--- src/sfr_pkg.sv ---
// Package for the streaming find-and-replace block.
// Holds the cell control type and the ASCII case-folding function.
// Used by sfr_cell and stream_find_replace_all_top.
package sfr_pkg;

	localparam int PATTERN_MAX_DEF = 32;
	localparam int REPLACE_MAX_DEF = 32;
	localparam int CAPACITY_MAX_DEF = 4096;

	typedef enum logic [1:0] {
		OP_TEXT = 2'd0,
		OP_EOL  = 2'd1,
		OP_PAT  = 2'd2,
		OP_REP  = 2'd3
	} op_t;

	typedef enum logic [1:0] {
		REG_IGNORE_CASE = 2'd0,
		REG_PAT_LEN     = 2'd1,
		REG_REP_LEN     = 2'd2,
		REG_LINE_CAP    = 2'd3
	} reg_idx_t;

	typedef struct packed {
		logic shift;
		logic ignore_case;
	} sfr_ctl_t;

	function automatic logic [7:0] fold(input logic [7:0] c, input logic ic);
		logic [7:0] r;
		r = c;
		if (ic && c >= 8'h41 && c <= 8'h5a) begin
			r = c + 8'd32;
		end
		return r;
	endfunction

endpackage

--- src/sfr_cell.sv ---
// One position of the pending window: a held text byte and its pattern byte.
// Shifts toward the front from its neighbor; depends on sfr_pkg.
module sfr_cell
	import sfr_pkg::*;
(
	input  logic       clk,
	input  sfr_ctl_t   ctl,
	input  logic       wr,
	input  logic       pwr,
	input  logic [7:0] din,
	input  logic [7:0] nxt,
	output logic [7:0] win,
	output logic       hit
);

	logic [7:0] win_q;
	logic [7:0] pat_q;

	always_ff @(posedge clk) begin
		if (wr) begin
			win_q <= din;
		end else if (ctl.shift) begin
			win_q <= nxt;
		end
		if (pwr) begin
			pat_q <= din;
		end
	end

	assign win = win_q;
	assign hit = fold(win_q, ctl.ignore_case) == fold(pat_q, ctl.ignore_case);

endmodule

--- src/stream_find_replace_all_top.sv ---
// Top level of the streaming find-and-replace block: control sequencer,
// replacement store, line counters and output register over a chain of sfr_cell.
// Depends on sfr_pkg and sfr_cell.
//
// Channel  Direction  Handshake              Payload
// in       sink       in_valid / in_ready    operation, value, index
// out      source     out_valid / out_ready  out_char, has_char, end_of_line,
//                                            line_changed, truncated
// cfg      sink       cfg_we                 cfg_index, cfg_data
//
// A text byte is appended after the front byte is released if the window is full; bytes
// are then released until the window holds the pattern or a prefix, and a full match is
// replaced. An end of line flushes pending bytes, then a marker. The one-byte output
// register sets the pace: every emitted byte waits for a free slot. Reset clears
// counters and flags; pattern, replacement and window bytes are undefined until written.
module stream_find_replace_all_top
	import sfr_pkg::*;
#(
	parameter int PATTERN_MAX = PATTERN_MAX_DEF,
	parameter int REPLACE_MAX = REPLACE_MAX_DEF,
	parameter int CAPACITY_MAX = CAPACITY_MAX_DEF
) (
	input  logic        clk,
	input  logic        arst_n,
	input  logic        in_valid,
	output logic        in_ready,
	input  logic [1:0]  operation,
	input  logic [7:0]  value,
	input  logic [4:0]  index,
	output logic        out_valid,
	input  logic        out_ready,
	output logic [7:0]  out_char,
	output logic        has_char,
	output logic        end_of_line,
	output logic        line_changed,
	output logic        truncated,
	input  logic        cfg_we,
	input  logic [1:0]  cfg_index,
	input  logic [12:0] cfg_data
);

	localparam int CNTW = $clog2(PATTERN_MAX + 1);
	localparam int RCW = $clog2(REPLACE_MAX + 1);
	localparam int RIW = (REPLACE_MAX > 1) ? $clog2(REPLACE_MAX) : 1;
	localparam int CW = $clog2(CAPACITY_MAX + 1);
	localparam int LW = (CW > 13) ? CW : 13;
	localparam int OCW = $clog2(CAPACITY_MAX);

	typedef enum logic [2:0] {S_IDLE, S_PRE, S_EVAL, S_REPL, S_FLUSH} state_t;

	state_t st_q, st_d;

	logic              ic_q;
	logic [5:0]        plen_q;
	logic [5:0]        rlen_q;
	logic [12:0]       cap_q;
	logic [CNTW-1:0]   cnt_q;
	logic [OCW-1:0]    ocnt_q;
	logic              chg_q;
	logic              trn_q;
	logic [7:0]        val_q;
	logic [RCW-1:0]    ri_q;
	logic [7:0]        rep_q [REPLACE_MAX];
	logic              ov_q;
	logic [7:0]        oc_q;
	logic              oh_q;
	logic              oe_q;
	logic              ochg_q;
	logic              otrn_q;

	logic [CNTW-1:0]   plen;
	logic [RCW-1:0]    rlen;
	logic [LW-1:0]     cap_e;
	logic [LW-1:0]     lim;
	logic              under;
	logic              can_emit;

	sfr_ctl_t          ctl;
	logic [7:0]        win [PATTERN_MAX];
	logic [PATTERN_MAX-1:0] hit;
	logic [PATTERN_MAX-1:0] wr;
	logic [PATTERN_MAX-1:0] pwr;
	logic [PATTERN_MAX-1:0] m_cnt;
	logic [PATTERN_MAX-1:0] m_pl;
	logic              ok_cnt;
	logic              ok_pl;
	logic [7:0]        cell_din;

	logic              rel;
	logic              app;
	logic              em_byte;
	logic              em_mark;
	logic [7:0]        em_ch;
	logic              stall;
	logic              push;
	logic              go_repl;
	logic              ld_txt;

	always_comb begin
		if (plen_q == 6'd0) begin
			plen = CNTW'(1);
		end else if (plen_q > 6'(PATTERN_MAX)) begin
			plen = CNTW'(PATTERN_MAX);
		end else begin
			plen = plen_q[CNTW-1:0];
		end
		if (rlen_q > 6'(REPLACE_MAX)) begin
			rlen = RCW'(REPLACE_MAX);
		end else begin
			rlen = rlen_q[RCW-1:0];
		end
		if (LW'(cap_q) < LW'(2)) begin
			cap_e = LW'(2);
		end else if (LW'(cap_q) > LW'(CAPACITY_MAX)) begin
			cap_e = LW'(CAPACITY_MAX);
		end else begin
			cap_e = LW'(cap_q);
		end
	end

	assign lim = cap_e - LW'(1);
	assign under = LW'(ocnt_q) < lim;
	assign can_emit = !ov_q || out_ready;

	assign ctl.shift = rel && !stall;
	assign ctl.ignore_case = ic_q;
	assign cell_din = (st_q == S_IDLE) ? value : val_q;

	always_comb begin
		for (int i = 0; i < PATTERN_MAX; i++) begin
			m_cnt[i] = hit[i] || !(CNTW'(i) < cnt_q);
			m_pl[i] = hit[i] || !(CNTW'(i) < plen);
			wr[i] = app && (cnt_q == CNTW'(i));
			pwr[i] = in_valid && in_ready && (operation == OP_PAT)
				&& (index == 5'(i));
		end
	end

	assign ok_cnt = &m_cnt;
	assign ok_pl = &m_pl;

	genvar g;
	generate
		for (g = 0; g < PATTERN_MAX; g++) begin : g_cell
			sfr_cell u_cell (
				.clk (clk),
				.ctl (ctl),
				.wr  (wr[g]),
				.pwr (pwr[g]),
				.din (cell_din),
				.nxt ((g == PATTERN_MAX - 1) ? 8'd0 : win[(g + 1) % PATTERN_MAX]),
				.win (win[g]),
				.hit (hit[g])
			);
		end
	endgenerate

	always_comb begin
		st_d = st_q;
		rel = 1'b0;
		app = 1'b0;
		em_byte = 1'b0;
		em_mark = 1'b0;
		em_ch = win[0];
		go_repl = 1'b0;
		ld_txt = 1'b0;
		case (st_q)
			S_IDLE: begin
				if (in_valid) begin
					case (operation)
						OP_TEXT: begin
							ld_txt = 1'b1;
							st_d = S_PRE;
						end
						OP_EOL: st_d = S_FLUSH;
						default: st_d = S_IDLE;
					endcase
				end
			end
			S_PRE: begin
				if (cnt_q == CNTW'(PATTERN_MAX)) begin
					rel = 1'b1;
					em_byte = 1'b1;
				end else begin
					app = 1'b1;
					st_d = S_EVAL;
				end
			end
			S_EVAL: begin
				if (cnt_q == '0) begin
					st_d = S_IDLE;
				end else if (cnt_q == plen && ok_pl) begin
					go_repl = 1'b1;
					st_d = S_REPL;
				end else if (cnt_q < plen && ok_cnt) begin
					st_d = S_IDLE;
				end else begin
					rel = 1'b1;
					em_byte = 1'b1;
				end
			end
			S_REPL: begin
				if (ri_q == rlen) begin
					st_d = S_IDLE;
				end else begin
					em_byte = 1'b1;
					em_ch = rep_q[ri_q[RIW-1:0]];
				end
			end
			S_FLUSH: begin
				if (cnt_q != '0) begin
					rel = 1'b1;
					em_byte = 1'b1;
				end else begin
					em_mark = 1'b1;
					st_d = S_IDLE;
				end
			end
			default: st_d = S_IDLE;
		endcase
	end

	assign stall = ((em_byte && under) || em_mark) && !can_emit;
	assign push = ((em_byte && under) || em_mark) && can_emit;
	assign in_ready = (st_q == S_IDLE);

	always_ff @(posedge clk) begin
		if (in_valid && in_ready && operation == OP_REP && 32'(index) < REPLACE_MAX) begin
			rep_q[index[RIW-1:0]] <= value;
		end
		if (ld_txt) begin
			val_q <= value;
		end
		if (push) begin
			oc_q <= em_mark ? 8'd0 : em_ch;
			oh_q <= !em_mark;
			oe_q <= em_mark;
			ochg_q <= em_mark && chg_q;
			otrn_q <= em_mark && trn_q;
		end
	end

	always_ff @(posedge clk or negedge arst_n) begin
		if (!arst_n) begin
			st_q <= S_IDLE;
			ic_q <= 1'b0;
			plen_q <= 6'd1;
			rlen_q <= 6'd0;
			cap_q <= 13'd1024;
			cnt_q <= '0;
			ocnt_q <= '0;
			chg_q <= 1'b0;
			trn_q <= 1'b0;
			ri_q <= '0;
			ov_q <= 1'b0;
		end else begin
			if (cfg_we) begin
				case (cfg_index)
					REG_IGNORE_CASE: ic_q <= cfg_data[0];
					REG_PAT_LEN: plen_q <= cfg_data[5:0];
					REG_REP_LEN: rlen_q <= cfg_data[5:0];
					REG_LINE_CAP: cap_q <= cfg_data;
					default: ;
				endcase
			end
			if (push) begin
				ov_q <= 1'b1;
			end else if (out_ready) begin
				ov_q <= 1'b0;
			end
			if (!stall) begin
				st_q <= st_d;
				if (em_byte && !under) begin
					trn_q <= 1'b1;
				end
				if (em_byte && under) begin
					ocnt_q <= ocnt_q + OCW'(1);
				end
				if (rel) begin
					cnt_q <= cnt_q - CNTW'(1);
				end
				if (app) begin
					cnt_q <= cnt_q + CNTW'(1);
				end
				if (go_repl) begin
					cnt_q <= '0;
					chg_q <= 1'b1;
					ri_q <= '0;
				end
				if (st_q == S_REPL && em_byte) begin
					ri_q <= ri_q + RCW'(1);
				end
				if (em_mark) begin
					ocnt_q <= '0;
					chg_q <= 1'b0;
					trn_q <= 1'b0;
				end
			end
		end
	end

	assign out_valid = ov_q;
	assign out_char = oc_q;
	assign has_char = oh_q;
	assign end_of_line = oe_q;
	assign line_changed = ochg_q;
	assign truncated = otrn_q;

`ifndef SYNTHESIS
	a_cnt_bound: assert property (@(posedge clk) disable iff (!arst_n)
		cnt_q <= CNTW'(PATTERN_MAX))
		else $error("pending count above window depth");

	a_mark_empty: assert property (@(posedge clk) disable iff (!arst_n)
		(push && em_mark) |-> (cnt_q == '0))
		else $error("end marker sent with pending bytes");

	a_mark_clear: assert property (@(posedge clk) disable iff (!arst_n)
		(push && em_mark) |=> (!chg_q && !trn_q && ocnt_q == '0))
		else $error("line state not cleared after end marker");

	a_out_cap: assert property (@(posedge clk) disable iff (!arst_n)
		LW'(ocnt_q) <= lim)
		else $error("output count beyond line capacity");
`endif

endmodule
--- config.mk ---
export PLATFORM = sky130hd
export DESIGN_NAME = stream_find_replace_all_top
export DESIGN_NICKNAME = d
export VERILOG_FILES = /design/src/sfr_pkg.sv /design/src/sfr_cell.sv /design/src/stream_find_replace_all_top.sv
export SDC_FILE = /design/constraint.sdc
export NUM_CORES = 2
export LEC_CHECK = 0
export ABC_AREA = 1
export BUFFER_PORTS_ARGS = -buffer_cell sky130_fd_sc_hd__buf_2
export CAP_MARGIN = 20
export CORE_ASPECT_RATIO = 1.2
export CORE_MARGIN = 2
export CORE_UTILIZATION = 64
export CTS_CLUSTER_SIZE = 8
export DETAILED_ROUTE_END_ITERATION = 7
export PLACE_DENSITY = 0.87
export SLEW_MARGIN = 20
export SYNTH_ARGS = -nofsm -noshare
export SYNTH_HDL_FRONTEND = slang
export SYNTH_HIERARCHICAL = 1
export SYNTH_SLANG_ARGS = --single-unit
--- constraint.sdc ---
create_clock -name clk -period 6.4 [get_ports clk]
set_clock_uncertainty 0.15 [all_clocks]
set_input_delay 0.64 -clock clk [delete_from_list [all_inputs] [get_ports clk]]
set_output_delay 0.64 -clock clk [all_outputs]
set_load 0.02 [all_outputs]
==> flow_metrics.tcl <==
set metrics [dict create \
    status "complete, no violations" \
    hp-class "input port to register" \
    clk_pin_slew_ns 0.05 \
    cap_violations 0 \
    regArea_mm2 0.0251 \
    h-tree-depth 3 \
    cts_tree "yes" \
    drc 0 \
    arrival_ns 5.19 \
    worst-setup-path-type "register to register" \
    grt_pass1_wl_um 199000 \
    hold_end "cap_q[11]" \
    grt_overflow_total 0 \
    initial_core_util_pct 64.5 \
    crit_path_top_delay_cell "dfrtp_4" \
    period_share_pct 77.8 \
    relSlewSlack_pct 22.0 \
    ys_types 49 \
    coreArea_mm2 0.0735 \
    die_w_um 252 \
    netlist_instances 5639 \
    dieHeight_um 302 \
    grt_max_degree 103 \
    num-fill-cells 5079 \
    crit_family "simple AND/OR/NAND/NOR gates" \
    clock_path_buffers 3 \
    nets 5845 \
    drv_slew 0 \
    drtAntennaViolNets 0 \
    end_kind "register" \
    r2r_end "g_cell[19].u_cell/win[0]" \
    yosysSeqAreaShare_pct 52.9 \
    cts_made_buffers 115 \
    worst-path-buf-inv 3 \
    cts_resized 0 \
    ir_drop_mv 0.258 \
    hold_path_depth 3 \
    setup_viol 0 \
    insertion_delay_ns 0.73 \
    cp.required_ns 6.61 \
    place_hpwl_um 83000 \
    tightest_slew_ns 1.17 \
    portBuffers 48 \
    fp.dieArea_mm2 0.0762 \
    r2r_slack_ns 1.42 \
    p_per_area_mw_per_mm2 403 \
    core.rowCount 109 \
    clock-sinks 844 \
    ctsRootBufferMaster "clkbuf_16" \
    yosys_warnings 6 \
    start_kind "register" \
    finalCriticalPeriod_ns 4.98 \
    regToRegStartpoint "ic_q" \
    reg2reg_depth 25 \
    crit_fanout 30 \
    synth_top_area_share_pct 49.9 \
    fmaxAchievable_mhz 201 \
    wire_per_inst_um 19.1 \
    num_vias 39700 \
    syn_to_final_growth_pct 9.54 \
    drive_gt1_share_pct 9.44 \
    rsz0062_at_grt "no" \
    ys_ff_latch 844 \
    grt_pass1_vias 38300 \
    drt_wl_total_um 128000 \
    p_leak_nw 22.0 \
    critPathMaxStageDelay_ns 0.76 \
    synthesis.area_mm2 0.0474 \
    vias_per_cell 5.93 \
    antenna_found_initial 4 \
    ios 49 \
    ys_top_cells_by_area "edfxtp_1 50%, nand2_1 16%, inv_1 4.7%" \
    place_congestion 1.01 \
    postCtsSetupBuffers 0 \
    min_from "cfg_data[11]" \
    fin_tns_setup_ns 0 \
    grt_usage_pct 33.4 \
    hold_viol 0 \
    avgSynthCellArea_um2 8.40 \
    cpMostUsedCell "nand2_1" \
    drt-initial-drc-count 4599 \
    cts_hold_buf 4 \
    yosys.area.top_type "edfxtp_1" \
    hold_ws_ns 0.0440 \
    dr.pass1.iters 8 \
    multiInputGateArea_mm2 0.0196 \
]
[state kept, by name, summed over array words and instances, names as in the netlist, 3 cells and up]
register	flops
cap_q	13
cnt_q	6
g_cell.u_cell/pat_q	256
g_cell.u_cell/win	256
ocnt_q	12
out_char	8
plen_q	6
rep_q	256
ri_q	6
rlen_q	6
st_q	3
val_q	8
[synthesized netlist by cell type, drive strengths merged]
cell	instances
xnor2	71
a211oi	2
o221ai	6
nor3	26
o21ai	242
nand3b	4
nand2	2129
xor2	89
clkbuf	101
a32oi	1
clkinv	34
edfxtp	788
dfrtp	54
a32o	2
nor4	39
a31oi	1
dfstp	2
nor2	698
o211ai	11
nor3b	2
o21a	1
mux2	3
nand3	269
buf	16
a21boi	2
or2	68
o31ai	1
o22ai	72
a22oi	3
inv	604
conb	1
nand4	170
a21oi	39
ha	88
[placed cells by master (no fill, tap or decap), drive strengths merged, types with 68 or more instances in the layout]
master / Yosys / layout
nand2: 2129 / 2129
edfxtp: 788 / 788
nor2: 698 / 698
inv: 604 / 604
nand3: 269 / 269
o21ai: 242 / 242
nand4: 170 / 170
clkbuf: 101 / 143
xor2: 89 / 89
ha: 88 / 88
o22ai: 72 / 72
buf: 16 / 72
xnor2: 71 / 71
or2: 68 / 68
[worst min-delay path, cell delays in order]
cell and delay, ns:
buf_2 0.08, nor2_1 0.04, a21oi_1 0.10
[layer usage]
layer | track usage (%) | wire [um]
met3 | 7.16 | 13600
met5 | 0 | 46
met1 | 39.5 | 45300
met4 | 18.7 | 6960
met2 | 57.0 | 62000
[layout make-up]
| type | count | share of cell area, % |
|---|---|---|
| Clock inverter | 7 | 0.335 |
| Tap cell | 943 | 2.27 |
| Sequential cell | 844 | 48.3 |
| Antenna cell | 1 | 0.00482 |
| Multi-Input combinational cell | 4047 | 37.7 |
| Clock buffer | 143 | 5.79 |
| Timing Repair Buffer | 76 | 1.01 |
| Inverter | 638 | 4.62 |
[kinds of logic after synthesis]
logic type / share of synthesized area, %
other: 0.00791
and+or+nand+nor: 31.2
DFF: 52.9
AOI/OAI and AO/OA: 4.48
muxes: 0.0713
xor gates and xnor gates: 2.96
adders and majority gates: 2.32
buffers and inverters: 6.09
[through the flow]
step | util [%] | setup slack [ns] | area, um2 | cells | power, mW
floorplan | - | 1.28 | 47400 | 5646 | 12.8
global placement | 66.1 | 1.75 | 48600 | 6542 | 14.9
detailed placement | 66.2 | 1.66 | 48600 | 6543 | 15.2
CTS | 70.6 | 1.52 | 51900 | 6697 | 20.7
global route | 70.6 | 1.19 | 51900 | 6698 | 21.9
finish | 70.6 | 1.42 | 51900 | 6699 | 20.9
[worst max-delay path by stage]
stage / startpoint / to / slack (ns) / cells past startpoint
floorplan: ic_q / g_cell[0].u_cell/win[0] / 1.28 / 22
global placement: ic_q / g_cell[0].u_cell/win[1] / 1.75 / 25
detailed placement: ic_q / g_cell[0].u_cell/win[1] / 1.66 / 24
CTS: ic_q / g_cell[19].u_cell/win[0] / 1.52 / 24
global route: ic_q / g_cell[19].u_cell/win[0] / 1.19 / 24
finish: ic_q / g_cell[19].u_cell/win[0] / 1.42 / 25
[where the power goes]
part / internal (mW) / switching (mW) / total, mW
logic: 1.83 / 4.88 / 6.71
clock network: 3.24 / 2.26 / 5.50
registers: 7.70 / 1.03 / 8.73
No activity file was read; power rests on OpenSTA's default activity.
